### src/hw/rtl/rhc_pkg.sv
// Shared constants for the RGB to HSV converter.
`default_nettype none

package rhc_pkg;

    // Width of the gray threshold register.
    localparam int CFG_BITS = 16;

    // Reset value of the gray threshold register.
    localparam logic [CFG_BITS-1:0] GRAY_THRESHOLD_RESET = 16'd6;

endpackage

`default_nettype wire

### src/hw/rtl/rhc_front.sv
// Front stage: max/min search, gray test and divider operand setup.
`default_nettype none

module rhc_front
    import rhc_pkg::*;
#(
    parameter int W = 16
) (
    input  wire logic                i_clk,
    input  wire logic                i_rst_n,
    input  wire logic [CFG_BITS-1:0] i_threshold,
    input  wire logic                i_valid,
    output logic                     o_up_ready,
    input  wire logic [W-1:0]        i_red,
    input  wire logic [W-1:0]        i_green,
    input  wire logic [W-1:0]        i_blue,
    input  wire logic [W-1:0]        i_alpha,
    output logic                     o_valid,
    input  wire logic                i_dn_ready,
    output logic [W+2:0]             o_sat_rem,
    output logic [W+2:0]             o_sat_div,
    output logic [W-1:0]             o_sat_low,
    output logic [W+2:0]             o_hue_rem,
    output logic [W+2:0]             o_hue_div,
    output logic [W-1:0]             o_hue_low,
    output logic [2*W-1:0]           o_pass
);

    localparam int DW = W + 3;
    localparam int EW = (W > CFG_BITS) ? W : CFG_BITS;

    logic           w_red_max;
    logic           w_green_max;
    logic [W-1:0]   w_hi;
    logic [W-1:0]   w_lo;
    logic [W-1:0]   w_d;
    logic           w_gray;
    logic [DW-1:0]  w_d_ext;
    logic [DW-1:0]  w_d6;
    logic [DW-1:0]  w_off;
    logic [DW-1:0]  w_plus;
    logic [DW-1:0]  w_minus;
    logic [DW-1:0]  w_num;
    logic [2*W-1:0] w_sat_num;

    logic           r_valid;
    logic [DW-1:0]  r_sat_rem;
    logic [DW-1:0]  r_sat_div;
    logic [W-1:0]   r_sat_low;
    logic [DW-1:0]  r_hue_rem;
    logic [DW-1:0]  r_hue_div;
    logic [2*W-1:0] r_pass;

    // Largest channel, with red winning ties over green and green over blue.
    always_comb begin
        w_red_max   = (i_red >= i_green) && (i_red >= i_blue);
        w_green_max = !w_red_max && (i_green >= i_blue);
        if (w_red_max) begin
            w_hi = i_red;
        end else if (w_green_max) begin
            w_hi = i_green;
        end else begin
            w_hi = i_blue;
        end
        if ((i_red <= i_green) && (i_red <= i_blue)) begin
            w_lo = i_red;
        end else if (i_green <= i_blue) begin
            w_lo = i_green;
        end else begin
            w_lo = i_blue;
        end
        w_d    = w_hi - w_lo;
        w_gray = EW'(w_d) <= EW'(i_threshold);
    end

    // Hue numerator: sector offset plus a signed channel difference, taken modulo 2^DW.
    always_comb begin
        w_d_ext = DW'(w_d);
        w_d6    = (w_d_ext << 2) + (w_d_ext << 1);
        if (w_red_max) begin
            w_off   = (i_green >= i_blue) ? '0 : w_d6;
            w_plus  = DW'(i_green);
            w_minus = DW'(i_blue);
        end else if (w_green_max) begin
            w_off   = w_d_ext << 1;
            w_plus  = DW'(i_blue);
            w_minus = DW'(i_red);
        end else begin
            w_off   = w_d_ext << 2;
            w_plus  = DW'(i_red);
            w_minus = DW'(i_green);
        end
        w_num     = w_off + w_plus - w_minus;
        w_sat_num = {w_d, {W{1'b0}}} - {{W{1'b0}}, w_d};
    end

    assign o_up_ready = !r_valid || i_dn_ready;

    // Valid flag of the stage.
    always_ff @(posedge i_clk) begin
        if (!i_rst_n) begin
            r_valid <= 1'b0;
        end else if (o_up_ready) begin
            r_valid <= i_valid;
        end
    end

    // Divider operands; a gray pixel gets a zero dividend over a divisor of one.
    always_ff @(posedge i_clk) begin
        if (i_valid && o_up_ready) begin
            r_pass <= {i_alpha, w_hi};
            if (w_gray) begin
                r_sat_rem <= '0;
                r_sat_low <= '0;
                r_sat_div <= DW'(1);
                r_hue_rem <= '0;
                r_hue_div <= DW'(1);
            end else begin
                r_sat_rem <= DW'(w_sat_num[2*W-1:W]);
                r_sat_low <= w_sat_num[W-1:0];
                r_sat_div <= DW'(w_hi);
                r_hue_rem <= w_num;
                r_hue_div <= w_d6;
            end
        end
    end

    assign o_valid   = r_valid;
    assign o_sat_rem = r_sat_rem;
    assign o_sat_div = r_sat_div;
    assign o_sat_low = r_sat_low;
    assign o_hue_rem = r_hue_rem;
    assign o_hue_div = r_hue_div;
    assign o_hue_low = '0;
    assign o_pass    = r_pass;

endmodule

`default_nettype wire

### src/hw/rtl/rhc_div_cell.sv
// One restoring division step for the saturation and hue lanes, with a pipeline register.
`default_nettype none

module rhc_div_cell #(
    parameter int W = 16
) (
    input  wire logic           i_clk,
    input  wire logic           i_rst_n,
    input  wire logic           i_valid,
    output logic                o_up_ready,
    input  wire logic [W+2:0]   i_sat_rem,
    input  wire logic [W+2:0]   i_sat_div,
    input  wire logic [W-1:0]   i_sat_low,
    input  wire logic [W+2:0]   i_hue_rem,
    input  wire logic [W+2:0]   i_hue_div,
    input  wire logic [W-1:0]   i_hue_low,
    input  wire logic [2*W-1:0] i_pass,
    output logic                o_valid,
    input  wire logic           i_dn_ready,
    output logic [W+2:0]        o_sat_rem,
    output logic [W+2:0]        o_sat_div,
    output logic [W-1:0]        o_sat_low,
    output logic [W+2:0]        o_hue_rem,
    output logic [W+2:0]        o_hue_div,
    output logic [W-1:0]        o_hue_low,
    output logic [2*W-1:0]      o_pass
);

    localparam int DW = W + 3;

    logic [DW:0]    w_sat_t;
    logic [DW:0]    w_hue_t;
    logic           w_sat_ge;
    logic           w_hue_ge;
    logic [DW-1:0]  w_sat_diff;
    logic [DW-1:0]  w_hue_diff;

    logic           r_valid;
    logic [DW-1:0]  r_sat_rem;
    logic [DW-1:0]  r_sat_div;
    logic [W-1:0]   r_sat_low;
    logic [DW-1:0]  r_hue_rem;
    logic [DW-1:0]  r_hue_div;
    logic [W-1:0]   r_hue_low;
    logic [2*W-1:0] r_pass;

    // Shift the next dividend bit into the remainder and try the subtraction.
    // The difference is only kept when it is not negative, so it fits in DW bits.
    always_comb begin
        w_sat_t    = {i_sat_rem, i_sat_low[W-1]};
        w_hue_t    = {i_hue_rem, i_hue_low[W-1]};
        w_sat_diff = w_sat_t[DW-1:0] - i_sat_div;
        w_hue_diff = w_hue_t[DW-1:0] - i_hue_div;
        w_sat_ge   = w_sat_t >= {1'b0, i_sat_div};
        w_hue_ge   = w_hue_t >= {1'b0, i_hue_div};
    end

    assign o_up_ready = !r_valid || i_dn_ready;

    // Valid flag of the cell.
    always_ff @(posedge i_clk) begin
        if (!i_rst_n) begin
            r_valid <= 1'b0;
        end else if (o_up_ready) begin
            r_valid <= i_valid;
        end
    end

    // New remainder, and the quotient bit enters at the bottom of the dividend word.
    always_ff @(posedge i_clk) begin
        if (i_valid && o_up_ready) begin
            r_sat_rem <= w_sat_ge ? w_sat_diff : w_sat_t[DW-1:0];
            r_hue_rem <= w_hue_ge ? w_hue_diff : w_hue_t[DW-1:0];
            r_sat_low <= {i_sat_low[W-2:0], w_sat_ge};
            r_hue_low <= {i_hue_low[W-2:0], w_hue_ge};
            r_sat_div <= i_sat_div;
            r_hue_div <= i_hue_div;
            r_pass    <= i_pass;
        end
    end

    assign o_valid   = r_valid;
    assign o_sat_rem = r_sat_rem;
    assign o_sat_div = r_sat_div;
    assign o_sat_low = r_sat_low;
    assign o_hue_rem = r_hue_rem;
    assign o_hue_div = r_hue_div;
    assign o_hue_low = r_hue_low;
    assign o_pass    = r_pass;

    // The partial remainder always stays below its divisor.
    a_sat_rem_below_div: assert property (@(posedge i_clk) disable iff (!i_rst_n)
        r_valid |-> (r_sat_rem < r_sat_div))
        else $error("saturation remainder not below divisor");

    a_hue_rem_below_div: assert property (@(posedge i_clk) disable iff (!i_rst_n)
        r_valid |-> (r_hue_rem < r_hue_div))
        else $error("hue remainder not below divisor");

    // A stalled cell keeps its partial quotient.
    a_stall_holds: assert property (@(posedge i_clk) disable iff (!i_rst_n)
        (r_valid && !i_dn_ready) |=> ($stable(r_sat_low) && $stable(r_hue_low)))
        else $error("cell contents changed during a stall");

endmodule

`default_nettype wire

### src/hw/rtl/rgb_to_hsv_converter.sv
// Top level of the RGB to HSV converter: configuration register, front stage and divider chain.
//
// Usage:
// - Slave stream (i_s_tvalid, o_s_tready, i_s_tdata) carries one RGBA pixel per transaction;
//   master stream (o_m_tvalid, i_m_tready, o_m_tdata) carries one HSV pixel per transaction.
// - i_cfg_we writes i_cfg_wdata into the gray threshold at the clock edge; write only while
//   the block is idle. The threshold resets to 6.
// - From input transaction to output valid, a pixel passes one front stage (max/min, gray
//   test, operand setup) and then one cell per quotient bit. Each cell does one restoring
//   step for both the saturation and the hue division. Every stage is a register with its
//   own valid bit. Throughput is one pixel per cycle while the receiver does not stall.
// - When the receiver stalls, each stage holds while its successor is full, and empty stages
//   further up keep taking transactions until the whole chain is full; then o_s_tready drops.
// - Reset clears all valid bits; the chain is empty and ready right after reset.
// - A pixel whose spread is at or below the threshold yields zero hue and saturation.
`default_nettype none

module rgb_to_hsv_converter
    import rhc_pkg::*;
#(
    parameter int CHANNEL_BITS = 16
) (
    input  wire logic                                i_clk,
    input  wire logic                                i_rst_n,
    input  wire logic                                i_cfg_we,
    input  wire logic [CFG_BITS-1:0]                 i_cfg_wdata,
    input  wire logic                                i_s_tvalid,
    output logic                                     o_s_tready,
    // Fields from bit 0 up: red, green, blue, alpha; zero padding to whole bytes.
    input  wire logic [((4*CHANNEL_BITS+7)/8)*8-1:0] i_s_tdata,
    output logic                                     o_m_tvalid,
    input  wire logic                                i_m_tready,
    // Fields from bit 0 up: hue, saturation, brightness, alpha_out; zero padding.
    output logic [((4*CHANNEL_BITS+7)/8)*8-1:0]      o_m_tdata
);

    localparam int W  = CHANNEL_BITS;
    localparam int DW = W + 3;
    localparam int TW = ((4*W+7)/8)*8;

    logic [CFG_BITS-1:0] r_gray_threshold;

    logic           w_valid [0:W];
    logic           w_ready [0:W];
    logic [DW-1:0]  w_sat_rem [0:W];
    logic [DW-1:0]  w_sat_div [0:W];
    logic [W-1:0]   w_sat_low [0:W];
    logic [DW-1:0]  w_hue_rem [0:W];
    logic [DW-1:0]  w_hue_div [0:W];
    logic [W-1:0]   w_hue_low [0:W];
    logic [2*W-1:0] w_pass [0:W];

    // Gray threshold register.
    always_ff @(posedge i_clk) begin
        if (!i_rst_n) begin
            r_gray_threshold <= GRAY_THRESHOLD_RESET;
        end else if (i_cfg_we) begin
            r_gray_threshold <= i_cfg_wdata;
        end
    end

    // Front stage.
    rhc_front #(.W(W)) u_front (
        .i_clk       (i_clk),
        .i_rst_n     (i_rst_n),
        .i_threshold (r_gray_threshold),
        .i_valid     (i_s_tvalid),
        .o_up_ready  (o_s_tready),
        .i_red       (i_s_tdata[W-1:0]),
        .i_green     (i_s_tdata[2*W-1:W]),
        .i_blue      (i_s_tdata[3*W-1:2*W]),
        .i_alpha     (i_s_tdata[4*W-1:3*W]),
        .o_valid     (w_valid[0]),
        .i_dn_ready  (w_ready[0]),
        .o_sat_rem   (w_sat_rem[0]),
        .o_sat_div   (w_sat_div[0]),
        .o_sat_low   (w_sat_low[0]),
        .o_hue_rem   (w_hue_rem[0]),
        .o_hue_div   (w_hue_div[0]),
        .o_hue_low   (w_hue_low[0]),
        .o_pass      (w_pass[0])
    );

    // Divider chain, one cell per quotient bit.
    for (genvar k = 0; k < W; k++) begin : g_cell
        rhc_div_cell #(.W(W)) u_cell (
            .i_clk      (i_clk),
            .i_rst_n    (i_rst_n),
            .i_valid    (w_valid[k]),
            .o_up_ready (w_ready[k]),
            .i_sat_rem  (w_sat_rem[k]),
            .i_sat_div  (w_sat_div[k]),
            .i_sat_low  (w_sat_low[k]),
            .i_hue_rem  (w_hue_rem[k]),
            .i_hue_div  (w_hue_div[k]),
            .i_hue_low  (w_hue_low[k]),
            .i_pass     (w_pass[k]),
            .o_valid    (w_valid[k+1]),
            .i_dn_ready (w_ready[k+1]),
            .o_sat_rem  (w_sat_rem[k+1]),
            .o_sat_div  (w_sat_div[k+1]),
            .o_sat_low  (w_sat_low[k+1]),
            .o_hue_rem  (w_hue_rem[k+1]),
            .o_hue_div  (w_hue_div[k+1]),
            .o_hue_low  (w_hue_low[k+1]),
            .o_pass     (w_pass[k+1])
        );
    end

    // The last cell's register is the output register.
    assign w_ready[W]  = i_m_tready;
    assign o_m_tvalid  = w_valid[W];
    assign o_m_tdata   = TW'({w_pass[W], w_sat_low[W], w_hue_low[W]});

    // A black pixel is always gray.
    a_black_is_gray: assert property (@(posedge i_clk) disable iff (!i_rst_n)
        (o_m_tvalid && (o_m_tdata[3*W-1:2*W] == '0))
            |-> (o_m_tdata[2*W-1:0] == '0))
        else $error("black pixel with nonzero hue or saturation");

endmodule

`default_nettype wire
### config.mk
export PLATFORM = sky130hd
export DESIGN_NAME = rgb_to_hsv_converter
export DESIGN_NICKNAME = d
export VERILOG_FILES = /design/src/hw/rtl/rhc_pkg.sv /design/src/hw/rtl/rhc_front.sv /design/src/hw/rtl/rhc_div_cell.sv /design/src/hw/rtl/rgb_to_hsv_converter.sv
export SDC_FILE = /design/constraint.sdc
export NUM_CORES = 2
export LEC_CHECK = 0
export BUFFER_PORTS_ARGS = -buffer_cell sky130_fd_sc_hd__buf_2
export CAP_MARGIN = 15
export CORE_MARGIN = 2
export CORE_UTILIZATION = 55
export DETAILED_ROUTE_END_ITERATION = 8
export HOLD_SLACK_MARGIN = 0.03
export MAX_ROUTING_LAYER = met4
export PLACE_DENSITY = 0.75
export REMOVE_ABC_BUFFERS = 1
export SLEW_MARGIN = 20
export SYNTH_ARGS = -nofsm -noshare
export SYNTH_HDL_FRONTEND = slang
export SYNTH_SLANG_ARGS = --single-unit
### constraint.sdc
create_clock -name i_clk -period 34.2 [get_ports i_clk]
set_input_delay 1.71 -clock i_clk [delete_from_list [all_inputs] [get_ports i_clk]]
set_output_delay 1.71 -clock i_clk [all_outputs]
set_load 0.01 [all_outputs]
# Yosys cells after proc, flatten, opt, wreduce, memory -nomap -nowiden
# Cells that the tools add are included.
[totals]
inputBits = 85
register_bits = 2201
output_inout_bits = 66
[classes]
n_reduce_logical = 55
order_cmp = 39
n_mux = 41
add_sub_neg = 35
[op_table]
columns = ["cell", "n"]
rows = [
  ["19-bit 2-to-1 mux", 34],
  ["20-bit by 19-bit >= comparator with 1-bit output", 32],
  ["19-bit subtractor", 31],
  ["16-bit 2-to-1 mux", 6],
  ["16-bit <= comparator", 4],
  ["16-bit >= comparator", 3],
  ["32-bit by 16-bit subtractor with 32-bit output", 1],
  ["1-bit logical AND", 20],
  ["18-bit by 17-bit adder with 19-bit output", 1],
  ["19-bit adder", 1],
  ["1-bit zero test", 18],
  ["18-bit 2-to-1 mux", 1],
  ["1-bit logical OR", 17],
  ["16-bit subtractor", 1],
]

# Longest topological paths before layout
[depth]
word_depth = 19
depth_mapped = 42

# Cells and area by module
# From an unflattened synthesis, not the netlist that was laid out.
[hier_totals]
cells_unflattened = 9796
hier_area_um2 = 123229.4
[modules_own_cells]
columns = ["module", "area_each_um2", "seq_area_each_um2", "instances", "cells_each"]
rows = [
  ["rhc_div_cell (g_cell[13].u_cell ...)", 6924.1, 4224.1, 8, 527],
  ["rhc_div_cell (g_cell[0].u_cell ...)", 7169.4, 4224.1, 5, 539],
  ["rhc_front", 10825.4, 3503.4, 1, 1249],
  ["rhc_div_cell (g_cell[12].u_cell)", 6894.1, 4224.1, 1, 544],
  ["rhc_div_cell (g_cell[1].u_cell)", 6877.8, 4224.1, 1, 507],
  ["rhc_div_cell (g_cell[4].u_cell)", 6781.5, 4224.1, 1, 534],
  ["rgb_to_hsv_converter", 610.6, 320.3, 1, 51],
]

# Least setup slack after synthesis
# Ideal clock, no wire load.
[synth_path]
kind = "input -> register"
from = "in i_m_tready"
to = "reg g_cell[8].u_cell.r_hue_div[0] (enable)"
stages = 6
setup_ns = 0.811
t_required_ns = 33.389
n_path_buf = 0
slack_ns = 21.578
arrival_time_ns = 11.811
path_cell_list = "nor2b_1 -> and3_1 -> and2_1 -> and3_1 -> and2_1 -> a21boi_0"
[synth_via]
elab_chain_cells = 9
[synth_rtl]
columns = ["item", "line_no", "rtl"]
rows = [
  ["from (decl)", "rgb_to_hsv_converter.sv:32", "input wire logic i_m_tready,"],
  ["1-bit logical OR (8 in series)", "rhc_div_cell.sv:58", "assign o_up_ready = !r_valid || i_dn_ready;"],
  ["1-bit logical AND", "rhc_div_cell.sv:71", "if (i_valid && o_up_ready) begin"],
  ["to (signal assigned)", "rhc_div_cell.sv:77", "r_hue_div <= i_hue_div;"],
  ["to (decl)", "rhc_div_cell.sv:43", "logic [DW-1:0] r_hue_div;"],
]
# Every way passes these cells.
# A chain may end at the register's enable or synchronous reset.

# Final worst setup path
[layout_path]
from = "in i_s_tdata[37]"
to = "reg u_front.r_hue_rem[18], in the netlist u_front.o_hue_rem[18] (data pin)"
[layout_via]
elab_chain_cells = 12
word_cells_on_any_way = 24
[layout_rtl]
columns = ["item", "line_no", "rtl"]
rows = [
  ["from (decl)", "rgb_to_hsv_converter.sv:30", "input wire logic [((4*CHANNEL_BITS+7)/8)*8-1:0] i_s_tdata,"],
  ["16-bit >= comparator", "rhc_front.sv:56", "w_red_max = (i_red >= i_green) && (i_red >= i_blue);"],
  ["1-bit logical AND", "rhc_front.sv:56", ""],
  ["1-bit zero test", "rhc_front.sv:57", "w_green_max = !w_red_max && (i_green >= i_blue);"],
  ["1-bit logical AND", "rhc_front.sv:57", ""],
  ["16-bit 2-to-1 mux", "rhc_front.sv:60", "end else if (w_green_max) begin"],
  ["16-bit 2-to-1 mux (*)", "rhc_front.sv:58", "if (w_red_max) begin"],
  ["named net u_front.w_hi[4]", "rhc_front.sv:34", "logic [W-1:0] w_hi;"],
  ["16-bit subtractor (*)", "rhc_front.sv:72", "w_d = w_hi - w_lo;"],
  ["18-bit by 17-bit adder with 19-bit output", "rhc_front.sv:79", "w_d6 = (w_d_ext << 2) + (w_d_ext << 1);"],
  ["19-bit 2-to-1 mux", "rhc_front.sv:81", "w_off = (i_green >= i_blue) ? '0 : w_d6;"],
  ["19-bit 2-to-1 mux", "rhc_front.sv:80", "if (w_red_max) begin"],
  ["19-bit adder", "rhc_front.sv:93", "w_num = w_off + w_plus - w_minus;"],
  ["19-bit subtractor", "rhc_front.sv:93", ""],
  ["to (signal assigned)", "rhc_front.sv:122", "r_hue_rem <= w_num;"],
  ["to (decl)", "rhc_front.sv:50", "logic [DW-1:0] r_hue_rem;"],
]
# The timed path passes the listed nets; every way through them passes the cells marked *.

==> impl_metrics.tcl <==
set metrics [dict create \
    outcome "finished, final reports clean" \
    slew_headroom_pct 23.4 \
    gp_congestion 0.953 \
    wl_per_cell_um 18.1 \
    vias 60800 \
    min_path_type "flip-flop to flip-flop" \
    wl_um 201000 \
    start_util_pct 55.4 \
    max_cap_viol_count 0 \
    cts_resized 0 \
    die_x_um 436 \
    rsz0062_at_grt "no" \
    powerDensity_mw_per_mm2 62.7 \
    avgViaCountPerCell 5.49 \
    die_h_um 436 \
    tritoncts "yes" \
    cp_max_fo 43 \
    grt_pass1_vias 61800 \
    place_inst 10700 \
    synth_area_leaders "edfxtp_1, ha_1, inv_1" \
    hold_viol 0 \
    fmax_mhz 93.9 \
    clkLatencyLatePin_ps 850 \
    gr-total-overflow 0 \
    grt_max_degree 74 \
    hold_end "g_cell[6].u_cell.o_hue_low[1]" \
    hold_ws_ps 407 \
    post-cts-setup-buffers 0 \
    drive_above_1_share_pct 9.78 \
    postSynthCellCount 8116 \
    hold-path-cell-count 0 \
    endpoint_kind "flip-flop" \
    yosysMostFrequentCell "edfxtp_1" \
    synth_top_area_share_pct 60.9 \
    syn_area_per_cell_um2 12.7 \
    fin_nets 9215 \
    critPathMaxStageDelay_ps 650 \
    grt_pass1_wl_um 322000 \
    grt_usage_pct 21.8 \
    yosysTopAreaCell "edfxtp_1" \
    p_total_mw 7.15 \
    rrSetupSlack_ps 29540 \
    yosys_register_bits 2119 \
    timing.rr.end "u_front.o_hue_rem[15]" \
    final_cells 11100 \
    reg2reg_depth 11 \
    placementRows 158 \
    min_from "g_cell[5].u_cell.o_hue_low[0]" \
    ys.flop_type "edfxtp_1" \
    htreeDepth 4 \
    cp_common_cell "a21oi_1" \
    numCtsBuffers 211 \
    netlist_area_mm2 0.103 \
    final.period_utilization_pct 31.1 \
    drv_slew 0 \
    critPathTopFamily "simple AND/OR/NAND/NOR gates" \
    drt_iter0_drc 3861 \
    final_core_util_pct 61.4 \
    ios 151 \
    cpMaxStageDelayCell "nor2_1" \
    dr.pass1.iters 8 \
    hold_buffers 0 \
    finalSetupViolCount 0 \
    final.min_clock_period_ps 10650 \
    io_buffers 150 \
    antenna_found_initial 14 \
    drc 0 \
    design.core.area_mm2 0.186 \
    cts_sinks 2119 \
    arrival_ps 11210 \
    fin_setup_tns_ps 0 \
    clockBufferDepth 3 \
    async_flop_share_pct 0 \
    max_slew.worst_pin.slew_ps 1150 \
    yosysUniqueCellTypes 92 \
    synthToLayoutAreaGrowth_pct 10.8 \
    path_class "input pin to flip-flop" \
    ant_nets 0 \
    ir_drop_mv 0.0505 \
    r2r-start "g_cell[15].u_cell.o_valid" \
    required_ps 34750 \
    fill_cells 13600 \
    ys_warn_count 0 \
    clock_skew_ps 46.9 \
    seq_area_frac_synth_pct 61.5 \
    synth_edf_count 2086 \
    dp_hpwl_um 148000 \
    cp_num_buf_inv 4 \
    synth_commonest_cells "edfxtp_1, inv_1, ha_1, nor2_1, nand2_1" \
    dieArea_mm2 0.191 \
    p_leak_nw 43.7 \
    startpoint_type "input pin" \
    clockRootBuffer "clkbuf_16" \
    clk_pin_slew_worst_paths_ps 60 \
]
## stage by stage
step / setup WS [ps] / instance area [µm²]
floorplan: 19670 / 102000
global placement: 22100 / 107000
detailed placement: 22670 / 107000
CTS: 23610 / 114000
global route: 22900 / 114000
finish: 23550 / 114000
## worst register-to-register path, cell delays in order, from the launching register on
cell     delay [ps]
dfxtp_1         320
nor2b_1         370
and3_1          310
and2_1          360
and3_1          380
inv_1            80
nor3_1          470
and2_1          400
and3_1          460
a31oi_4         120
buf_4           380
buf_4           610
## kinds of logic after synthesis
kind of cell               Yosys count  share of synthesized area (%)
AOI/OAI and AO/OA                 1681                           10.1
xor gates and xnor gates           437                           3.75
adders and majority gates          733                           9.27
buffers and inverters             1051                           3.87
DFF                               2119                           61.5
muxes                              296                           3.15
and+or+nand+nor                   1799                           8.30
## report_power, final
group	internal [mW]	switching [mW]	leakage (nW)	total (mW)
combinational	0.704	1.01	21.2	1.71
sequential	3.04	0.0860	19.1	3.12
clock	1.34	0.974	3.40	2.32
## worst max-delay path by stage
stage	end	depth (start not counted)	slack (ps)	startpoint
2_1_floorplan	u_front.o_sat_rem[13]	28	19670	i_s_tdata[33]
3_3_place_gp	u_front.o_hue_rem[18]	37	22100	i_s_tdata[37]
3_5_place_dp	u_front.o_hue_rem[18]	37	22670	i_s_tdata[37]
4_1_cts	u_front.o_hue_rem[18]	36	23610	i_s_tdata[37]
5_1_grt	u_front.o_hue_rem[18]	36	22900	i_s_tdata[37]
6_report	u_front.o_hue_rem[18]	36	23550	i_s_tdata[37]
## final cells by class
| cell class | instances | area, µm² | share of cell area [%] |
|---|---|---|---|
| antenna | 15 | 37.5 | 0.0329 |
| tap | 2480 | 3100 | 2.72 |
| inverter | 908 | 3410 | 2.99 |
| clock buffer | 247 | 5440 | 4.77 |
| timing repair buffer | 211 | 1220 | 1.07 |
| multi-input combinational | 4946 | 35900 | 31.5 |
| sequential | 2119 | 63300 | 55.5 |
| clock inverter | 149 | 1630 | 1.43 |
## layer usage
| metal | GRT usage, % | wire length [µm] | vias to the layer above |
|---|---|---|---|
| met5 | - | 0 | - |
| met4 | 8.11 | 7120 | 0 |
| met3 | 2.92 | 7440 | 370 |
| met2 | 38.6 | 104000 | 1216 |
| met1 | 25.1 | 82600 | 29100 |
| li1 | - | - | 30100 |
## layout by cell type (no fill, tap or decap), types with 29 or more instances in the layout
cell       count
inv_1        902
nand2b_1      93
o21bai_1      29
a31oi_1       41
fa_1          48
or3_1         40
nand3_1       94
xor2_1       175
dfxtp_1       33
buf_4         59
ha_1         685
and3_1        56
nor2b_1      138
a211oi_1      39
clkinv_1      55
clkbuf_1      34
buf_2        150
o31ai_1       73
o21a_1        81
clkinv_2      32
xnor2_1      259
nor4_1        31
a21o_1       151
nand2_1      516
a21oi_1      467
nor2_1       529
nor3_1       106
mux2_2       221
nand4_1       82
edfxtp_1    2086
o21ai_0      460
a21boi_0      84
clkbuf_16    211
o211ai_1      57
mux2i_1       75
## registers in the layout, summed over array words and instances (netlist names)
| signal | count |
|---|---|
| g_cell.u_cell.o_sat_rem | 285 |
| g_cell.u_cell.o_pass | 512 |
| u_front.o_hue_div | 19 |
| g_cell.u_cell.o_hue_div | 284 |
| u_front.o_sat_low | 14 |
| u_front.o_hue_rem | 19 |
| g_cell.u_cell.o_sat_low | 228 |
| u_front.o_sat_div | 16 |
| u_front.o_valid | 1 |
| g_cell.u_cell.o_hue_low | 136 |
| g_cell.u_cell.o_valid | 16 |
| g_cell.u_cell.o_sat_div | 240 |
| u_front.o_pass | 32 |
| g_cell.u_cell.o_hue_rem | 285 |
| u_front.o_sat_rem | 16 |
| r_gray_threshold | 16 |
(Power assumes the default switching activity.)
